--- config.mk ---
export PLATFORM = sky130hd
export DESIGN_NAME = ec_point_add_scalar_multiply
export DESIGN_NICKNAME = d
export VERILOG_FILES = /design/src/rtl/core/ecpa_pkg.sv /design/src/rtl/core/ec_point_add_scalar_multiply.sv
export SDC_FILE = /design/constraint.sdc
export NUM_CORES = 2
export LEC_CHECK = 0
export BUFFER_PORTS_ARGS = -buffer_cell sky130_fd_sc_hd__buf_2
export CAP_MARGIN = 5
export CELL_PAD_IN_SITES_DETAIL_PLACEMENT = 2
export CELL_PAD_IN_SITES_GLOBAL_PLACEMENT = 2
export CORE_ASPECT_RATIO = 1.1
export CORE_MARGIN = 2
export CORE_UTILIZATION = 42
export DETAILED_ROUTE_END_ITERATION = 8
export PLACE_DENSITY_LB_ADDON = 0.1
export SKIP_CTS_REPAIR_TIMING = 1
export SLEW_MARGIN = 0
export SYNTH_ARGS = -nofsm -noshare
export SYNTH_HDL_FRONTEND = slang
export SYNTH_SLANG_ARGS = --single-unit
--- constraint.sdc ---
create_clock -name clk_i -period 12 [get_ports clk_i]
set_input_delay 1.8 -clock clk_i [delete_from_list [all_inputs] [get_ports clk_i]]
set_output_delay 1.8 -clock clk_i [all_outputs]
set_load 0.02 [all_outputs]
--- src/rtl/core/ecpa_pkg.sv ---
// ----------------------------------------------------------------------------
// Elliptic-curve point unit package
// Shared widths, payload words, sequencer states and field helpers.
// ----------------------------------------------------------------------------
`default_nettype none

package ecpa_pkg;

  localparam int unsigned FIELD_BITS  = 16;
  localparam int unsigned SCALAR_BITS = 16;
  localparam int unsigned FCNT_BITS   = $clog2(FIELD_BITS);
  localparam int unsigned SCNT_BITS   = $clog2(SCALAR_BITS);

  localparam logic [FIELD_BITS-1:0] MODULUS_RESET = FIELD_BITS'(163);
  localparam logic [FIELD_BITS-1:0] CURVE_A_RESET = FIELD_BITS'(1);

  typedef enum logic {
    REG_MODULUS = 1'b0,
    REG_CURVE_A = 1'b1
  } reg_idx_e;

  typedef enum logic {
    OP_ADD = 1'b0,
    OP_MUL = 1'b1
  } opcode_e;

  typedef struct packed {
    logic                   opcode;
    logic [FIELD_BITS-1:0]  p_x;
    logic [FIELD_BITS-1:0]  p_y;
    logic [FIELD_BITS-1:0]  q_x;
    logic [FIELD_BITS-1:0]  q_y;
    logic [SCALAR_BITS-1:0] scalar;
  } in_word_t;

  typedef struct packed {
    logic [FIELD_BITS-1:0] result_x;
    logic [FIELD_BITS-1:0] result_y;
    logic                  at_infinity;
  } out_word_t;

  typedef enum logic [4:0] {
    S_IDLE,
    S_RED_SET,
    S_RED_STORE,
    S_OP_SEL,
    S_LOOP,
    S_ADD_DONE,
    S_DBL_SET,
    S_DBL_DONE,
    S_PA_START,
    S_PA_DBL2,
    S_PA_DBL3,
    S_PA_DEN,
    S_INV_INIT,
    S_INV_SQ,
    S_INV_SQD,
    S_INV_MD,
    S_SLOPE,
    S_SQ,
    S_X1,
    S_X2D,
    S_X2A,
    S_Y1,
    S_Y2,
    S_MUL,
    S_FIN
  } state_e;

  function automatic logic [FIELD_BITS-1:0] fsub(input logic [FIELD_BITS-1:0] a,
                                                 input logic [FIELD_BITS-1:0] b,
                                                 input logic [FIELD_BITS-1:0] m);
    logic [FIELD_BITS-1:0] r;
    r = a - b;
    if (a < b) begin
      r = r + m;
    end
    return r;
  endfunction

  function automatic logic [FIELD_BITS-1:0] fadd(input logic [FIELD_BITS-1:0] a,
                                                 input logic [FIELD_BITS-1:0] b,
                                                 input logic [FIELD_BITS-1:0] m);
    logic [FIELD_BITS:0] s;
    s = {1'b0, a} + {1'b0, b};
    if (s >= {1'b0, m}) begin
      s = s - {1'b0, m};
    end
    return s[FIELD_BITS-1:0];
  endfunction

endpackage

`default_nettype wire

--- src/rtl/core/ec_point_add_scalar_multiply.sv ---
// ----------------------------------------------------------------------------
// Elliptic-curve point add and scalar multiply
// Affine point arithmetic over a prime field on one shared modular multiplier.
// ----------------------------------------------------------------------------
//
//  Channel | Signals                               | Word
//  --------+---------------------------------------+------------
//  config  | cfg_we_i, cfg_idx_i, cfg_data_i       | register
//  input   | in_valid_i, in_ready_o, in_word_i     | in_word_t
//  output  | out_valid_o, out_ready_i, out_word_o  | out_word_t
//
// Each modular multiply runs on the bit-serial multiplier.
// A point addition takes up to about 40 multiplies (inversion by exponentiation);
// a multiply word takes up to about 2 * SCALAR_BITS point operations.
// Reset restores the register defaults and empties the output stage.
// A new word is taken only when the sequencer is idle; a finished result waits
// in the output register while the input side is free again.
`default_nettype none

module ec_point_add_scalar_multiply import ecpa_pkg::*; (
  input  wire logic                  clk_i,
  input  wire logic                  rst_ni,
  input  wire logic                  cfg_we_i,
  input  wire logic                  cfg_idx_i,
  input  wire logic [FIELD_BITS-1:0] cfg_data_i,
  input  wire logic                  in_valid_i,
  output      logic                  in_ready_o,
  input  wire in_word_t              in_word_i,
  output      logic                  out_valid_o,
  input  wire logic                  out_ready_i,
  output      out_word_t             out_word_o
);

  localparam logic [FIELD_BITS-1:0] ONE   = FIELD_BITS'(1);
  localparam logic [FIELD_BITS-1:0] TWO   = FIELD_BITS'(2);
  localparam logic [FIELD_BITS-1:0] THREE = FIELD_BITS'(3);

  state_e state_q, state_d, mret_q, mret_d, pret_q, pret_d;

  logic [FIELD_BITS-1:0] mod_q, crv_q;
  logic                  out_valid_q, out_valid_d;
  out_word_t             out_q, out_d;
  in_word_t              in_q, in_d;

  logic [FIELD_BITS-1:0] ar_q, ar_d, px_q, px_d, py_q, py_d, qx_q, qx_d, qy_q, qy_d;
  logic [FIELD_BITS-1:0] resx_q, resx_d, resy_q, resy_d, runx_q, runx_d, runy_q, runy_d;
  logic [FIELD_BITS-1:0] ux_q, ux_d, uy_q, uy_d, vx_q, vx_d, vy_q, vy_d;
  logic [FIELD_BITS-1:0] wx_q, wx_d, wy_q, wy_d;
  logic [FIELD_BITS-1:0] num_q, num_d, den_q, den_d, inv_q, inv_d, s_q, s_d, t_q, t_d;
  logic [FIELD_BITS-1:0] ma_q, ma_d, mb_q, mb_d, mr_q, mr_d;
  logic [FCNT_BITS-1:0]  mcnt_q, mcnt_d, j_q, j_d;
  logic [SCNT_BITS-1:0]  i_q, i_d;
  logic [2:0]            ridx_q, ridx_d;
  logic                  dbl_q, dbl_d, bad_q, bad_d;

  logic [FIELD_BITS-1:0] mstep, raw_sel, exp_m2;
  logic                  u_inf, v_inf, opp, same;

  assign exp_m2 = mod_q - TWO;
  assign u_inf  = (ux_q == '0) && (uy_q == '0);
  assign v_inf  = (vx_q == '0) && (vy_q == '0);
  assign opp    = (ux_q == vx_q) && (uy_q == fsub('0, vy_q, mod_q));
  assign same   = (ux_q == vx_q) && (uy_q == vy_q);

  always_comb begin
    mstep = fadd(mr_q, mr_q, mod_q);
    if (mb_q[FIELD_BITS-1]) begin
      mstep = fadd(mstep, ma_q, mod_q);
    end
  end

  always_comb begin
    unique case (ridx_q)
      3'd0:    raw_sel = crv_q;
      3'd1:    raw_sel = in_q.p_x;
      3'd2:    raw_sel = in_q.p_y;
      3'd3:    raw_sel = in_q.q_x;
      default: raw_sel = in_q.q_y;
    endcase
  end

  always_comb begin
    state_d = state_q;
    unique case (state_q)
      S_IDLE: begin
        if (in_valid_i) begin
          state_d = (mod_q < THREE) ? S_FIN : S_RED_SET;
        end
      end
      S_RED_SET:   state_d = S_MUL;
      S_RED_STORE: state_d = (ridx_q == 3'd4) ? S_OP_SEL : S_RED_SET;
      S_OP_SEL:    state_d = (in_q.opcode == OP_ADD) ? S_PA_START : S_LOOP;
      S_LOOP:      state_d = in_q.scalar[i_q] ? S_PA_START : S_DBL_SET;
      S_ADD_DONE:  state_d = S_DBL_SET;
      S_DBL_SET:   state_d = S_PA_START;
      S_DBL_DONE:  state_d = (i_q == SCNT_BITS'(SCALAR_BITS - 1)) ? S_FIN : S_LOOP;
      S_PA_START: begin
        if (u_inf || v_inf || opp) begin
          state_d = pret_q;
        end else if (same) begin
          state_d = S_MUL;
        end else begin
          state_d = S_INV_INIT;
        end
      end
      S_PA_DBL2:   state_d = S_MUL;
      S_PA_DBL3:   state_d = S_MUL;
      S_PA_DEN:    state_d = S_INV_INIT;
      S_INV_INIT:  state_d = S_INV_SQ;
      S_INV_SQ:    state_d = S_MUL;
      S_INV_SQD: begin
        if (exp_m2[j_q]) begin
          state_d = S_MUL;
        end else begin
          state_d = (j_q == '0) ? S_SLOPE : S_INV_SQ;
        end
      end
      S_INV_MD:    state_d = (j_q == '0) ? S_SLOPE : S_INV_SQ;
      S_SLOPE:     state_d = S_MUL;
      S_SQ:        state_d = S_MUL;
      S_X1:        state_d = dbl_q ? S_MUL : S_X2A;
      S_X2D:       state_d = S_Y1;
      S_X2A:       state_d = S_Y1;
      S_Y1:        state_d = S_MUL;
      S_Y2:        state_d = pret_q;
      S_MUL:       state_d = (mcnt_q == FCNT_BITS'(FIELD_BITS - 1)) ? mret_q : S_MUL;
      S_FIN:       state_d = (!out_valid_q || out_ready_i) ? S_IDLE : S_FIN;
      default:     state_d = S_IDLE;
    endcase
  end

  always_comb begin
    mret_d = mret_q; pret_d = pret_q; in_d = in_q; out_d = out_q;
    out_valid_d = out_valid_q && !out_ready_i;
    ar_d = ar_q; px_d = px_q; py_d = py_q; qx_d = qx_q; qy_d = qy_q;
    resx_d = resx_q; resy_d = resy_q; runx_d = runx_q; runy_d = runy_q;
    ux_d = ux_q; uy_d = uy_q; vx_d = vx_q; vy_d = vy_q; wx_d = wx_q; wy_d = wy_q;
    num_d = num_q; den_d = den_q; inv_d = inv_q; s_d = s_q; t_d = t_q;
    ma_d = ma_q; mb_d = mb_q; mr_d = mr_q; mcnt_d = mcnt_q;
    j_d = j_q; i_d = i_q; ridx_d = ridx_q; dbl_d = dbl_q; bad_d = bad_q;
    unique case (state_q)
      S_IDLE: begin
        in_d   = in_word_i;
        ridx_d = '0;
        bad_d  = mod_q < THREE;
      end
      S_RED_SET: begin
        ma_d = ONE; mb_d = raw_sel; mr_d = '0; mcnt_d = '0; mret_d = S_RED_STORE;
      end
      S_RED_STORE: begin
        unique case (ridx_q)
          3'd0:    ar_d = mr_q;
          3'd1:    px_d = mr_q;
          3'd2:    py_d = mr_q;
          3'd3:    qx_d = mr_q;
          default: qy_d = mr_q;
        endcase
        ridx_d = ridx_q + 3'd1;
      end
      S_OP_SEL: begin
        ux_d = px_q; uy_d = py_q; vx_d = qx_q; vy_d = qy_q; pret_d = S_FIN;
        resx_d = '0; resy_d = '0; runx_d = px_q; runy_d = py_q; i_d = '0;
      end
      S_LOOP: begin
        ux_d = resx_q; uy_d = resy_q; vx_d = runx_q; vy_d = runy_q; pret_d = S_ADD_DONE;
      end
      S_ADD_DONE: begin
        resx_d = wx_q; resy_d = wy_q;
      end
      S_DBL_SET: begin
        ux_d = runx_q; uy_d = runy_q; vx_d = runx_q; vy_d = runy_q; pret_d = S_DBL_DONE;
      end
      S_DBL_DONE: begin
        runx_d = wx_q; runy_d = wy_q; i_d = i_q + SCNT_BITS'(1);
      end
      S_PA_START: begin
        dbl_d = same;
        if (u_inf) begin
          wx_d = vx_q; wy_d = vy_q;
        end else if (v_inf) begin
          wx_d = ux_q; wy_d = uy_q;
        end else if (opp) begin
          wx_d = '0; wy_d = '0;
        end else begin
          num_d = fsub(uy_q, vy_q, mod_q);
          den_d = fsub(ux_q, vx_q, mod_q);
        end
        ma_d = ux_q; mb_d = ux_q; mr_d = '0; mcnt_d = '0; mret_d = S_PA_DBL2;
      end
      S_PA_DBL2: begin
        ma_d = THREE; mb_d = mr_q; mr_d = '0; mcnt_d = '0; mret_d = S_PA_DBL3;
      end
      S_PA_DBL3: begin
        num_d = fadd(mr_q, ar_q, mod_q);
        ma_d = TWO; mb_d = uy_q; mr_d = '0; mcnt_d = '0; mret_d = S_PA_DEN;
      end
      S_PA_DEN: begin
        den_d = mr_q;
      end
      S_INV_INIT: begin
        inv_d = ONE; j_d = FCNT_BITS'(FIELD_BITS - 1);
      end
      S_INV_SQ: begin
        ma_d = inv_q; mb_d = inv_q; mr_d = '0; mcnt_d = '0; mret_d = S_INV_SQD;
      end
      S_INV_SQD: begin
        inv_d = mr_q;
        ma_d = mr_q; mb_d = den_q; mr_d = '0; mcnt_d = '0; mret_d = S_INV_MD;
        if (!exp_m2[j_q]) begin
          j_d = j_q - FCNT_BITS'(1);
        end
      end
      S_INV_MD: begin
        inv_d = mr_q; j_d = j_q - FCNT_BITS'(1);
      end
      S_SLOPE: begin
        ma_d = num_q; mb_d = inv_q; mr_d = '0; mcnt_d = '0; mret_d = S_SQ;
      end
      S_SQ: begin
        s_d = mr_q;
        ma_d = mr_q; mb_d = mr_q; mr_d = '0; mcnt_d = '0; mret_d = S_X1;
      end
      S_X1: begin
        t_d = mr_q;
        wx_d = fsub(mr_q, ux_q, mod_q);
        ma_d = TWO; mb_d = ux_q; mr_d = '0; mcnt_d = '0; mret_d = S_X2D;
      end
      S_X2D: begin
        wx_d = fsub(t_q, mr_q, mod_q);
      end
      S_X2A: begin
        wx_d = fsub(wx_q, vx_q, mod_q);
      end
      S_Y1: begin
        ma_d = s_q; mb_d = fsub(ux_q, wx_q, mod_q); mr_d = '0; mcnt_d = '0;
        mret_d = S_Y2;
      end
      S_Y2: begin
        wy_d = fsub(mr_q, uy_q, mod_q);
      end
      S_MUL: begin
        mr_d   = mstep;
        mb_d   = mb_q << 1;
        mcnt_d = mcnt_q + FCNT_BITS'(1);
      end
      S_FIN: begin
        if (!out_valid_q || out_ready_i) begin
          out_valid_d = 1'b1;
          if (bad_q) begin
            out_d.result_x = '0; out_d.result_y = '0;
          end else if (in_q.opcode == OP_ADD) begin
            out_d.result_x = wx_q; out_d.result_y = wy_q;
          end else begin
            out_d.result_x = resx_q; out_d.result_y = resy_q;
          end
          out_d.at_infinity = (out_d.result_x == '0) && (out_d.result_y == '0);
        end
      end
      default: begin
        out_valid_d = out_valid_q;
      end
    endcase
  end

  always_ff @(posedge clk_i or negedge rst_ni) begin
    if (!rst_ni) begin
      state_q     <= S_IDLE;
      out_valid_q <= 1'b0;
      mod_q       <= MODULUS_RESET;
      crv_q       <= CURVE_A_RESET;
    end else begin
      state_q     <= state_d;
      out_valid_q <= out_valid_d;
      if (cfg_we_i) begin
        unique case (reg_idx_e'(cfg_idx_i))
          REG_MODULUS: mod_q <= cfg_data_i;
          REG_CURVE_A: crv_q <= cfg_data_i;
          default:     mod_q <= mod_q;
        endcase
      end
    end
  end

  always_ff @(posedge clk_i) begin
    mret_q <= mret_d; pret_q <= pret_d; in_q <= in_d; out_q <= out_d;
    ar_q <= ar_d; px_q <= px_d; py_q <= py_d; qx_q <= qx_d; qy_q <= qy_d;
    resx_q <= resx_d; resy_q <= resy_d; runx_q <= runx_d; runy_q <= runy_d;
    ux_q <= ux_d; uy_q <= uy_d; vx_q <= vx_d; vy_q <= vy_d; wx_q <= wx_d; wy_q <= wy_d;
    num_q <= num_d; den_q <= den_d; inv_q <= inv_d; s_q <= s_d; t_q <= t_d;
    ma_q <= ma_d; mb_q <= mb_d; mr_q <= mr_d; mcnt_q <= mcnt_d;
    j_q <= j_d; i_q <= i_d; ridx_q <= ridx_d; dbl_q <= dbl_d; bad_q <= bad_d;
  end

  assign in_ready_o  = (state_q == S_IDLE);
  assign out_valid_o = out_valid_q;
  assign out_word_o  = out_q;

endmodule

`default_nettype wire

---- After elaboration in Yosys (flattened, before gate mapping) ----
Cells that the tools add are included.
cells by class
  $add $sub $neg .......................... 27
  $lt $le $gt $ge ......................... 14
  equal/unequal tests ..................... 39
  mux-type cells .......................... 71
  bitwise operators ....................... 2
  reduce and logical (&&, ||, !) cells .... 61
operators by type and width
  kind                   number
  $mux W16               23
  $pmux W16 S2           11
  $pmux W16 S8           2
  $sub A16 B16 Y16       10
  $add A16 B16 Y16       8
  $mux W32               4
  $pmux W16 S4           2
  $lt A16 B16 Y1         7
  $logic_not A16 Y1      6
  $pmux W16 S3           2
  $pmux W5 S18           1
  $add A16 B16 Y17       3
  $ge A17 B16 Y1         3
  $pmux W5 S10           1
  $eq A16 B16 Y1         3
  $eq A5 B5 Y1 const B   9
  $mux W5                9
  $eq A5 B4 Y1 const B   8
  $reduce_or A24 Y1      1
  $reduce_and A2 Y1      11
  $eq A5 B3 Y1 const B   4
  $reduce_bool A2 Y1     10
  $lt A1 B16 Y1 const A  1
  $lt A16 B2 Y1 const B  1
  other kinds (39)       74
storage, ports and cells
  register bits after elaboration ......... 547
  input port bits ......................... 103
  output and inout port bits .............. 35
  word-level logic and storage cells ...... 258

---- Depth between registers and ports, before layout ----
  depth after elaboration ................. 9
  mapped depth ............................ 32
  depth with buffers taken out ............ 30

---- Least setup slack after synthesis ----
Ideal clock, no wire load.
  kind .................................... flip-flop to output port
  start point ............................. register state_q[4]
  end point ............................... output in_ready_o
  arrival time ............................ 9.255 ns
  required time ........................... 10.200 ns
  path slack .............................. 0.945 ns
  cell stages (with the launch flop) ...... 4
  buffers on the path ..................... 2
  cells stage by stage .................... dfrtp_1 > clkbuf_1 > clkbuf_1 > nor4_1
on the way
  word-level cells in the longest chain between the ends .. 1
ends and longest elaborated chain
  element                 RTL line                             RTL
  start, declared         ec_point_add_scalar_multiply.sv:38   state_e state_q, state_d, mret_q, mret_d, pret_q, pret_d;
  start signal, assigned  ec_point_add_scalar_multiply.sv:272  state_q <= state_d;
  $logic_not A5 Y1        ec_point_add_scalar_multiply.sv:294  assign in_ready_o = (state_q == S_IDLE);
  end, declared           ec_point_add_scalar_multiply.sv:27   output logic in_ready_o,
Every way passes these cells.

---- Final worst setup path ----
  start point ............................. register mod_q[1]
  end point ............................... register mr_q[7] (data pin)
on the way
  word-level cells in the longest chain between the ends .. 7
  elaborated cells between the ends (all ways) .. 9
  classes of those cells .................. add/sub: 3; order compare: 2; mux: 4
ends and longest elaborated chain
  element                                             RTL line                             RTL
  start, declared                                     ec_point_add_scalar_multiply.sv:40   logic [FIELD_BITS-1:0] mod_q, crv_q;
  start signal, assigned                              ec_point_add_scalar_multiply.sv:276  REG_MODULUS: mod_q <= cfg_data_i;
  start signal, assigned                              ec_point_add_scalar_multiply.sv:278  default: mod_q <= mod_q;
  $sub A16 B16 Y16 or $ge A17 B16 Y1 (tied branches)  ecpa_pkg.sv:87, ecpa_pkg.sv:86
  $mux W16                                            ecpa_pkg.sv:86                       if (s >= {1'b0, m}) begin
  $add A16 B16 Y17                                    ecpa_pkg.sv:85                       s = {1'b0, a} + {1'b0, b};
  $sub A16 B16 Y16 or $ge A17 B16 Y1 (tied branches)  ecpa_pkg.sv:87, ecpa_pkg.sv:86
  $mux W16                                            ecpa_pkg.sv:86
  $mux W16 (*)                                        ec_point_add_scalar_multiply.sv:67   if (mb_q[FIELD_BITS-1]) begin
  $pmux W16 S2 (*)                                    ec_point_add_scalar_multiply.sv:141  unique case (state_q)
  end signal, assigned                                ec_point_add_scalar_multiply.sv:290  ma_q <= ma_d; mb_q <= mb_d; mr_q <= mr_d; mcnt_q <= mcnt_d;
  end, declared                                       ec_point_add_scalar_multiply.sv:50   logic [FIELD_BITS-1:0] ma_q, ma_d, mb_q, mb_d, mr_q, mr_d;
Mark *: on every way between the ends. The rest lies on a longest branch, timed or not.
A chain may end at the register's enable or synchronous reset.

==> flow_metrics.tcl <==
set metrics [dict create \
    fin_ws_ns 2.817 \
    core_area_sq_mm 0.09115 \
    finalHoldViolCount 0 \
    largest_reg_flops 81 \
    synth_top_family_by_area "compound AO/OA/AOI/OAI gates" \
    report.final.slew_viol_count 0 \
    regMostFlops "in_q" \
    synthesis.area_sq_mm 0.03875 \
    htree_num_levels 3 \
    synth.distinct_cells 86 \
    fin_skew_ns 0.03702 \
    drc 0 \
    die-height_um 322.6 \
    crit_path_end_kind "flop" \
    ys_ff_latch 545 \
    netlist_instances 3982 \
    rows 116 \
    synth-edff-count 507 \
    track_usage_pct 37.67 \
    fin_crit_ns 9.183 \
    fmax_ghz 0.1089 \
    yosysMostFrequentCell "edfxtp_1" \
    synth_top_cell_by_area "edfxtp_1" \
    synthArstFlopShare_pct 6.972 \
    fin_crit_sh_pct 76.53 \
    outcome "completed" \
    cp_max_fo 31 \
    drt-pass1-iter-count 5 \
    rsz0062_at_grt "no" \
    via_count 35250 \
    yosys-top-cells-count "507 x edfxtp_1, 381 x nand2_1, 332 x a21oi_1" \
    relSlewSlack_pct 16.69 \
    io_buffer_count 137 \
    cts_sinks 545 \
    grt_first_pass_wirelength_mm 259.1 \
    dp_hpwl_mm 132.9 \
    ys_top_cells_by_area "edfxtp_1 39%, ha_1 10%, xnor2_1 4.3%" \
    worst_pin_slew_ns 1.250 \
    finalSetupTns_ns 0 \
    drt-total-wl_mm 180.0 \
    synth-simple-area-share_pct 14.62 \
    pre_cts_slack_ns 2.916 \
    drtIter0Drc 3254 \
    setup_violations 0 \
    cts_tree "built" \
    cp.arrival_ns 9.54 \
    pin_count 138 \
    cts_buffers 70 \
    dieArea_sq_mm 0.09472 \
    num-fill-cells 9701 \
    root_buffer "clkbuf_16" \
    nets 4599 \
    grt_start_max_net_pins 65 \
    die_x_um 293.6 \
    vias_per_cell 6.544 \
    hold_path_class "reg -> reg" \
    yosys_most_used_dff "edfxtp_1" \
    antenna_found_initial 12 \
    avgSynthCellArea_sq_um 9.732 \
    start_util_pct 42.52 \
    critPathLaunchType "flop" \
    seq_area_sq_mm 0.01618 \
    syn_to_final_growth_pct 12.11 \
    synth_top_area_share_pct 39.29 \
    synthAdderAreaFrac_pct 11.49 \
    crit_type "reg -> reg" \
    worst_path_largest_cell_delay_ns 0.91 \
    syn-num-nets 4428 \
    multi_input_area_sq_mm 0.02140 \
    finalWeightedCongestion 0.9697 \
    synth_compound_area_share_pct 18.47 \
    insertion_delay_ns 0.66 \
    wire_per_inst_um 33.42 \
    yosysSeqAreaShare_pct 41.76 \
    yosys_warnings 0 \
    ant_nets 0 \
    grt_pass1_vias 37330 \
    cp.required_ns 12.36 \
    grt-ovfl-total 0 \
    synth_xor_area_share_pct 6.373 \
    maxCapViolCount 0 \
    synthMuxAreaShare_pct 3.936 \
    cts.path.max_buffers 3 \
    layout-drive-gt1-share_pct 11.25 \
    clk_pin_slew_ns 0.06 \
    slowest_stage "dfstp_2" \
]
==> worst max-delay path, delay by kind of cell, from the launching register on <==
kind            cells  cell delay [ns]
compound gates     18             4.95
fa+ha+maj           3             0.96
buf+inv             4             0.98
flops               1             0.91
mux                 1             0.41
simple gates        5             0.63
==> cell type report <==
| cell class | instances | share of cell area (%) |
|---|---|---|
| clock inverters | 44 | 0.9187 |
| multi-input cells | 3093 | 49.25 |
| repair buffers | 234 | 3.254 |
| inverters | 209 | 1.806 |
| diodes | 2 | 0.01152 |
| clock buffers | 80 | 4.118 |
| well taps | 1180 | 3.398 |
| flip-flops and latches | 545 | 37.25 |
==> through the flow <==
stage	instance area [sq um]	std cells	utilization, %	hold slack, ns
2_1_floorplan	38750	3982	-	0.4349
3_3_place_gp	41240	5259	45.24	0.4891
3_5_place_dp	41240	5259	45.24	0.4543
4_1_cts	43430	5383	47.64	0.5172
5_1_grt	43440	5385	47.66	0.5302
6_report	43450	5387	47.67	0.5208
==> layer usage <==
metal | track usage, % | vias to the layer above | routed length (um) | share of wire (%)
li1 | - | 15180 | - | -
met3 | 6.849 | 420 | 13520 | 7.5
met1 | 47.49 | 18110 | 72780 | 40
met2 | 61.68 | 1545 | 83240 | 46
met5 | 0 | - | 42 | 0.023
met4 | 19.69 | 6 | 10430 | 5.8
==> path summary, 6_finish.rpt <==
kind / cells past startpoint / start / to / slack, ns
setup / recovery: 31 / mod_q[1] / mr_q[7] / 2.82
hold / removal: 1 / crv_q[12] / crv_q[12] / 0.52
setup reg to reg: 31 / mod_q[1] / mr_q[7] / 2.82
hold reg to reg: 1 / crv_q[12] / crv_q[12] / 0.52
max in group asynchronous: 2 / rst_ni / state_q[2] / 10.23
min in group asynchronous: 2 / rst_ni / crv_q[6] / 1.27
==> kinds of logic after synthesis <==
kind of cell	Yosys count
and+or+nand+nor	1213
buffers and inverters	344
adders and majority gates	344
xor gates and xnor gates	282
DFF	545
muxes	137
AOI/OAI and AO/OA	1117
==> layout by cell type (no fill, tap or decap), types with 13 or more instances in the layout <==
cell type,instances
and2_1,42
a31oi_1,30
buf_2,137
or3_1,30
nor2b_1,45
edfxtp_1,507
dfrtp_1,33
clkinv_2,16
a211oi_1,52
a221oi_1,23
xnor2_1,191
nor2_1,323
buf_4,96
mux2i_1,77
xor2_1,91
fa_1,20
clkbuf_16,70
or2_2,13
nand2b_1,31
nor4_1,32
o21a_1,39
o22ai_1,15
o31ai_1,15
and3_1,26
o21ai_0,218
nand3_1,80
nand2_1,379
o21bai_1,26
ha_1,323
mux2_2,53
a21oi_1,327
nand4_1,47
a21o_1,87
nor3_1,112
inv_1,205
a22oi_1,142
o211ai_1,21
Power is not shown: default switching activity piles up to over one toggle a cycle in this logic, so the estimate is an artifact.
